**src/design/mbrtu_pkg.sv**
```systemverilog
// Package for the Modbus RTU response checker.
// Holds status codes, register indexes, the stage-one beat struct and the CRC-16 fold.
// No dependencies.
package mbrtu_pkg;

	// Default limit on payload bytes in one response
	localparam int DATA_MAX_DEF = 252;

	// Byte position counter, saturating
	localparam int          POS_W   = 9;
	localparam logic [8:0]  POS_MAX = 9'd511;

	// CRC-16, reflected form
	localparam logic [15:0] CRC_INIT = 16'hFFFF;
	localparam logic [15:0] CRC_POLY = 16'hA001;

	// Exception flag in the function byte
	localparam logic [7:0]  FUNC_EXC_BIT = 8'h80;

	typedef enum logic [2:0] {
		ST_OK        = 3'd0,
		ST_SHORT     = 3'd1,
		ST_BAD_SLAVE = 3'd2,
		ST_BAD_FUNC  = 3'd3,
		ST_EXCEPTION = 3'd4,
		ST_BAD_CRC   = 3'd5
	} status_t;

	typedef enum logic [0:0] {
		CFG_SLAVE    = 1'b0,
		CFG_FUNCTION = 1'b1
	} cfg_index_t;

	// Input beat held in the first pipeline stage
	typedef struct packed {
		logic       valid;
		logic [7:0] rx_byte;
		logic       frame_end;
	} beat_s1_t;

	// Fold one byte into the running CRC, one bit per step
	function automatic logic [15:0] crc_fold(input logic [15:0] c, input logic [7:0] b);
		logic [15:0] r;
		r = c ^ {8'h00, b};
		for (int k = 0; k < 8; k++) begin
			if (r[0]) begin
				r = (r >> 1) ^ CRC_POLY;
			end else begin
				r = r >> 1;
			end
		end
		return r;
	endfunction

endpackage

```
**src/design/mbrtu_if.sv**
```systemverilog


interface mbrtu_res_if;
	logic       valid;
	logic       ready;
	logic       data_valid;
	logic [7:0] data_byte;
	logic       frame_done;
	logic [2:0] status;
	logic [7:0] exception_code;
	logic [7:0] data_count;

	modport source (output valid, output data_valid, output data_byte, output frame_done,
		output status, output exception_code, output data_count, input ready);
	modport sink   (input valid, input data_valid, input data_byte, input frame_done,
		input status, input exception_code, input data_count, output ready);
endinterface

```
**src/design/mbrtu_frame.sv**
```systemverilog
// Frame state, CRC check, status decision and result register of the response checker.
// Depends on mbrtu_pkg (crc_fold, status_t, cfg_index_t, beat_s1_t) and mbrtu_res_if.
module mbrtu_frame
	import mbrtu_pkg::*;
#(
	parameter int DATA_MAX = DATA_MAX_DEF
)(
	input  logic        clk,
	input  logic        arst_n,
	input  logic        cfg_we,
	input  logic [0:0]  cfg_index,
	input  logic [7:0]  cfg_wdata,
	input  beat_s1_t    beat_s1,
	output logic        advance,
	mbrtu_res_if.source result
);

	localparam logic [9:0] DV_END   = 10'(DATA_MAX + 4);
	localparam logic [9:0] LONG_TH  = 10'(DATA_MAX + 3);

	// Configuration
	logic [7:0]       exp_slave_q;
	logic [6:0]       exp_func_q;

	// Frame state
	logic [15:0]      crc_q;
	logic [POS_W-1:0] pos_q;
	logic [7:0]       dly0_q;
	logic [7:0]       dly1_q;
	logic [7:0]       seen_slave_q;
	logic [7:0]       seen_func_q;
	logic [7:0]       first_data_q;

	// Result register
	logic             out_valid_q;
	logic             data_valid_q;
	logic [7:0]       data_byte_q;
	logic             frame_done_q;
	status_t          status_q;
	logic [7:0]       exc_q;
	logic [7:0]       count_q;

	logic [9:0]       pos_w;
	logic [15:0]      crc_next;
	logic             dv;
	logic             has_result;
	status_t          st;
	logic [7:0]       exc;
	logic [7:0]       cnt;

	// Write configuration registers
	always_ff @(posedge clk or negedge arst_n) begin
		if (!arst_n) begin
			exp_slave_q <= 8'd0;
			exp_func_q  <= 7'd3;
		end else if (cfg_we) begin
			case (cfg_index_t'(cfg_index))
				CFG_SLAVE:    exp_slave_q <= cfg_wdata;
				CFG_FUNCTION: exp_func_q  <= cfg_wdata[6:0];
				default:      ;
			endcase
		end
	end

	// Release the byte two positions back while it is payload
	always_comb begin
		pos_w    = {1'b0, pos_q};
		crc_next = crc_fold(crc_q, beat_s1.rx_byte);
		dv       = (pos_w >= 10'd4) && (pos_w < DV_END);
	end

	// Decide frame status, checks in priority order
	always_comb begin
		st  = ST_OK;
		exc = 8'd0;
		cnt = 8'd0;
		if (beat_s1.frame_end) begin
			if (pos_w < 10'd4) begin
				st = ST_SHORT;
			end else if (pos_w > LONG_TH) begin
				st = ST_BAD_CRC;
			end else begin
				cnt = 8'(pos_w - 10'd3);
				if (seen_slave_q != exp_slave_q) begin
					st = ST_BAD_SLAVE;
				end else if (seen_func_q[6:0] != exp_func_q) begin
					st = ST_BAD_FUNC;
				end else if ((seen_func_q & FUNC_EXC_BIT) != 8'd0) begin
					st  = ST_EXCEPTION;
					exc = first_data_q;
				end else if (crc_next != 16'd0) begin
					st = ST_BAD_CRC;
				end else begin
					st = ST_OK;
				end
			end
		end
	end

	// Move the beat on when it needs no slot or the result register frees up
	assign has_result = dv || beat_s1.frame_end;
	assign advance    = beat_s1.valid && (!has_result || !out_valid_q || result.ready);

	// Advance frame state; clear it after the last byte
	always_ff @(posedge clk or negedge arst_n) begin
		if (!arst_n) begin
			crc_q        <= CRC_INIT;
			pos_q        <= '0;
			dly0_q       <= 8'd0;
			dly1_q       <= 8'd0;
			seen_slave_q <= 8'd0;
			seen_func_q  <= 8'd0;
			first_data_q <= 8'd0;
		end else if (advance) begin
			if (beat_s1.frame_end) begin
				crc_q        <= CRC_INIT;
				pos_q        <= '0;
				dly0_q       <= 8'd0;
				dly1_q       <= 8'd0;
				seen_slave_q <= 8'd0;
				seen_func_q  <= 8'd0;
				first_data_q <= 8'd0;
			end else begin
				crc_q  <= crc_next;
				dly0_q <= beat_s1.rx_byte;
				dly1_q <= dly0_q;
				if (pos_q != POS_MAX) begin
					pos_q <= pos_q + 9'd1;
				end
				if (pos_q == 9'd0) begin
					seen_slave_q <= beat_s1.rx_byte;
				end
				if (pos_q == 9'd1) begin
					seen_func_q <= beat_s1.rx_byte;
				end
				if (pos_q == 9'd2) begin
					first_data_q <= beat_s1.rx_byte;
				end
			end
		end
	end

	// Hold result valid until taken
	always_ff @(posedge clk or negedge arst_n) begin
		if (!arst_n) begin
			out_valid_q <= 1'b0;
		end else if (advance && has_result) begin
			out_valid_q <= 1'b1;
		end else if (result.ready) begin
			out_valid_q <= 1'b0;
		end
	end

	// Load result payload
	always_ff @(posedge clk) begin
		if (advance && has_result) begin
			data_valid_q <= dv;
			data_byte_q  <= dv ? dly1_q : 8'd0;
			frame_done_q <= beat_s1.frame_end;
			status_q     <= st;
			exc_q        <= exc;
			count_q      <= cnt;
		end
	end

	assign result.valid          = out_valid_q;
	assign result.data_valid     = data_valid_q;
	assign result.data_byte      = data_byte_q;
	assign result.frame_done     = frame_done_q;
	assign result.status         = status_q;
	assign result.exception_code = exc_q;
	assign result.data_count     = count_q;

endmodule

```
**src/flat_wrapper.sv**
```systemverilog
// flat-port wrapper written by rule: the top's interface ports become plain ports
module mbrtu_frame_flat import mbrtu_pkg::*;
#(
	parameter int DATA_MAX = DATA_MAX_DEF
)
  (clk, arst_n, cfg_we, cfg_index, cfg_wdata, beat_s1, advance, result_valid, result_data_valid, result_data_byte, result_frame_done, result_status, result_exception_code, result_data_count, result_ready);
  mbrtu_res_if result_i ();
  input  logic clk;
  input  logic arst_n;
  input  logic cfg_we;
  input  logic [0:0] cfg_index;
  input  logic [7:0] cfg_wdata;
  input  beat_s1_t beat_s1;
  output logic advance;
  output wire logic [$bits(result_i.valid)-1:0] result_valid;
  output wire logic [$bits(result_i.data_valid)-1:0] result_data_valid;
  output wire logic [$bits(result_i.data_byte)-1:0] result_data_byte;
  output wire logic [$bits(result_i.frame_done)-1:0] result_frame_done;
  output wire logic [$bits(result_i.status)-1:0] result_status;
  output wire logic [$bits(result_i.exception_code)-1:0] result_exception_code;
  output wire logic [$bits(result_i.data_count)-1:0] result_data_count;
  input wire logic [$bits(result_i.ready)-1:0] result_ready;
  assign result_valid = result_i.valid;
  assign result_data_valid = result_i.data_valid;
  assign result_data_byte = result_i.data_byte;
  assign result_frame_done = result_i.frame_done;
  assign result_status = result_i.status;
  assign result_exception_code = result_i.exception_code;
  assign result_data_count = result_i.data_count;
  assign result_i.ready = result_ready;
  mbrtu_frame #(.DATA_MAX(DATA_MAX)) u_core (.clk(clk), .arst_n(arst_n), .cfg_we(cfg_we), .cfg_index(cfg_index), .cfg_wdata(cfg_wdata), .beat_s1(beat_s1), .advance(advance), .result(result_i));
endmodule
```
**config.mk**
```make
export PLATFORM = sky130hd
export DESIGN_NAME = mbrtu_frame_flat
export DESIGN_NICKNAME = d
export VERILOG_FILES = /design/src/design/mbrtu_pkg.sv /design/src/design/mbrtu_if.sv /design/src/design/mbrtu_frame.sv /design/src/flat_wrapper.sv
export SDC_FILE = /design/constraint.sdc
export NUM_CORES = 1
export LEC_CHECK = 0
export BUFFER_PORTS_ARGS = -buffer_cell sky130_fd_sc_hd__buf_4
export CORE_ASPECT_RATIO = 1.1
export CORE_MARGIN = 3
export CORE_UTILIZATION = 53
export DETAILED_ROUTE_END_ITERATION = 10
export PLACE_DENSITY = 0.77
export SLEW_MARGIN = 40
export SYNTH_ARGS = -nofsm -noshare
export SYNTH_HDL_FRONTEND = slang
export SYNTH_SLANG_ARGS = --single-unit
```
**constraint.sdc**
```tcl
create_clock -name clk -period 3.4 [get_ports clk]
set_input_delay 0.51 -clock clk [delete_from_list [all_inputs] [get_ports clk]]
set_output_delay 0.51 -clock clk [all_outputs]
set_load 0.02 [all_outputs]
```
==> metrics.md <==
| Metric | Value |
|---|---|
| Status | finished clean |
| Die Height | 112.5 um |
| Required @ worst endpoint | 3510 ps |
| Vias in the first global route | 3,814 |
| Rows | 38 |
| WP buf/inv | 0 |
| Post-synth top area share | 0.2885 |
| Hold_buf cts | 0 |
| Fmax | 314.6 MHz |
| DRT Wirelength | 12.46 mm |
| Die W | 102.8 um |
| Worst-Skew Late Latency | 370 ps |
| GRT Total Usage | 0.2299 |
| Wire length per cell | 19.96 um |
| Ant. Diodes | 0 |
| Root Buffer | clkbuf_8 |
| Fin. Hold Viols | 0 |
| Final setup viols | 0 |
| Count leader, synth | dfrtp_1 |
| Post-synthesis xor/xnor area fraction | 0.07488 |
| Final period utilization | 0.9350 |
| Synth warn | 0 |
| Initial antenna violation count | 0 |
| Crit-path leading delay family | simple AND/OR/NAND/NOR gates |
| Startpoint types | register |
| Worst VDD drop | 0.0005337 V |
| Max incr delay on CP | 580 ps |
| Distinct cell type count after synthesis | 53 |
| Post-route design area | 0.006233 sq mm |
| Pin count of the biggest net entering global routing | 82 |
| Grt ovf | 0 |
| Vias/cell | 6.019 |
| Crit-path max FO | 2 |
| Complex-gate fraction of the synthesized area | 0.1665 |
| Post-synth EDFFs | 29 |
| Final setup TNS | 0 ps |
| DP Area | 0.006008 sq mm |
| Min Tclk post-route | 3179 ps |
| Clk buf depth | 2 |
| Synth Cell Area | 0.005464 sq mm |
| Post-Syn Instances | 449 |
| Post-synthesis adder-cell area fraction | 0.01603 |
| Synth Area in Simple Gates | 0.09778 |
| Synth Register Bits | 110 |
| H-Tree Depth | 3 |
| Worst setup EP type | register |
| Unrepaired setup endpoints after global routing | no |
| Critical Path Most Common Cell | xnor2_1 |
| Worst-Margin Slew | 757.0 ps |
| Most area-hungry cell type in the Yosys netlist | dfrtp_1 |
| Starting Density | 0.5499 |
| Setup CP Type | register to register |
| TritonCTS buffer count | 9 |
| Routability cong. | 0.9280 |
| Core area | 0.009937 sq mm |
| DR vias | 3,756 |
| CTS tree | done |
| Critical path's slowest cell | or4b_2 |
| Worst reg-to-reg path cell count | 10 |
| Power Dens Cells | 818.5 mW/mm^2 |
| WP depth | 10 |
| Ys async rst share | 0.7364 |
| Arrival time worst endpoint | 3290 ps |
| Largest family of logic cells by synthesized area | compound AO/OA/AOI/OAI gates |
| Max Slew Vio Count | 0 |
| Final nets | 529 |
| First-pass GRT wire length | 20.36 mm |
| Slew HR | 0.4919 |
| Pre-antenna DRT Iters | 4 |
| DRC Markers | 0 |
| Die ar. | 0.01157 sq mm |
| Mux cell area share after synthesis | 0.07877 |
| Number of port buffers | 53 |
| I/O pin count | 54 |
| DP Wirelength | 8.506 mm |
| WHS | 157.3 ps |
| DRT iter0 DRCs | 250 |
| Clk slew on worst S/H paths | 100 ps |
| CTS Sinks | 110 |
| Antenna-violating nets left | 0 |
| Register area share after synthesis | 0.5345 |
| Syn nets | 479 |
| Top cells by area, synth | dfrtp_1 (29%), edfxtp_1 (16%), dfstp_2 (8.7%) |
| Syn Area/Cell | 12.17 sq um |
| Commonest register cell after synthesis | dfrtp_1 |
| Min-Delay Path Class | primary input to asynchronous set/reset pin |
| Synthesis-to-finish area growth | 14.08% |
| Cell Chain, Critical Path | xnor2_1 > xnor2_1 > xnor2_1 > xnor3_1 > ha_1 > or4b_2 > nor4_1 > nand4_1 > nor4_1 > a211oi_1 |
| Clk_skew | 11.46 ps |
| Leak pwr | 2.517 nW |
| Share of cells above drive strength 1 | 0.3056 |
| Max-cap violation count | 0 |
| Commonest cells in the netlist | dfrtp_1 (63), edfxtp_1 (29), nor2_1 (27) |
==> kinds of logic after synthesis <==
logic type | count (synthesis)
xor+xnor | 42
buf+inv | 40
flops | 110
mux | 41
simple gates | 96
fa+ha+maj | 7
compound gates | 113
==> worst reg2reg max path: stages, from the launching register on <==
cell and delay [ps]:
dfstp_2 550, xnor2_1 180, xnor2_1 170, xnor2_1 280, xnor3_1 220, ha_1 150
or4b_2 580, nor4_1 200, nand4_1 180, nor4_1 300, a211oi_1 120
==> per-layer routing <==
layer | routed length (um) | up-vias | global-route usage
met5 | 0 | - | 0
met4 | 565 | 0 | 0.1209
met3 | 541 | 27 | 0.02797
met2 | 6016 | 124 | 0.3635
met1 | 5331 | 1870 | 0.3090
li1 | - | 1735 | -
==> registers in the layout, indices dropped and copies added, names as in the netlist <==
register                      cells
u_core.result.data_count          8
u_core.pos_q                      9
u_core.result.data_valid          1
u_core.result.status              3
u_core.dly1_q                     8
u_core.seen_func_q                8
u_core.result.frame_done          1
u_core.result.valid               1
u_core.first_data_q               8
u_core.dly0_q                     8
u_core.result.data_byte           8
u_core.exp_slave_q                8
u_core.seen_slave_q               8
u_core.crc_q                     16
u_core.result.exception_code      8
u_core.exp_func_q                 7
==> what timing repair did <==
action	4_1_cts	5_1_grt
endpoints found under the hold margin	0	0
resized for setup	0	1
setup endpoints to repair	0	1
buffers inserted	0	1
==> metrics by stage <==
step,power (mW),util,cells,worst slack (ps)
floorplan,3.619,-,449,143.6
global placement,4.217,0.6043,607,107.6
detailed placement,4.274,0.6046,607,15.33
CTS,5.103,0.6259,623,228.2
global route,5.421,0.6273,624,3.363
finish,5.102,0.6273,624,221.2
==> cell usage in the layout, fill, tap and decap left out, drive strengths merged, types with 4 or more instances in the layout <==
master and count:
mux2i 25, and2 19, mux2 16, nor2 27
xnor2 20, a31oi 12, nor3 9, dfrtp 63
nand3 4, xor2 19, inv 10, a21oi 20
edfxtp 29, nor4 7, o2bb2ai 28, dfstp 18
a31o 16, clkbuf 13, ha 7, a21boi 16
buf 68, nand2 14
==> power by group <==
| part | switching, mW | total [mW] | internal [mW] |
|---|---|---|---|
| clock network | 0.426 | 0.827 | 0.401 |
| logic | 1.05 | 2.11 | 1.05 |
| registers | 0.356 | 2.17 | 1.81 |
| total | 1.83 | 5.10 | 3.27 |
==> final timing paths <==
path / from / to / slack (ps)
max reg2reg: u_core.crc_q[3] / u_core.result.status[0] / 220
max in group asynchronous: arst_n / u_core.exp_slave_q[6] / 2730
min reg2reg: u_core.crc_q[14] / u_core.crc_q[14] / 520
max: u_core.crc_q[3] / u_core.result.status[0] / 220
min: arst_n / u_core.dly1_q[3] / 160
min in group clk: cfg_wdata[7] / u_core.exp_slave_q[7] / 380
==> cell type report <==
| cell class | count | area [sq um] |
|---|---|---|
| Clock buffer | 13 | 168.9 |
| Clock inverter | 3 | 42.54 |
| Fill cell | 768 | 3704 |
| Inverter | 11 | 41.29 |
| Multi-Input combinational cell | 299 | 2384 |
| Sequential cell | 110 | 2920 |
| Tap cell | 120 | 150.1 |
| Timing Repair Buffer | 68 | 526.8 |
No activity file was read; power rests on OpenSTA's default activity.
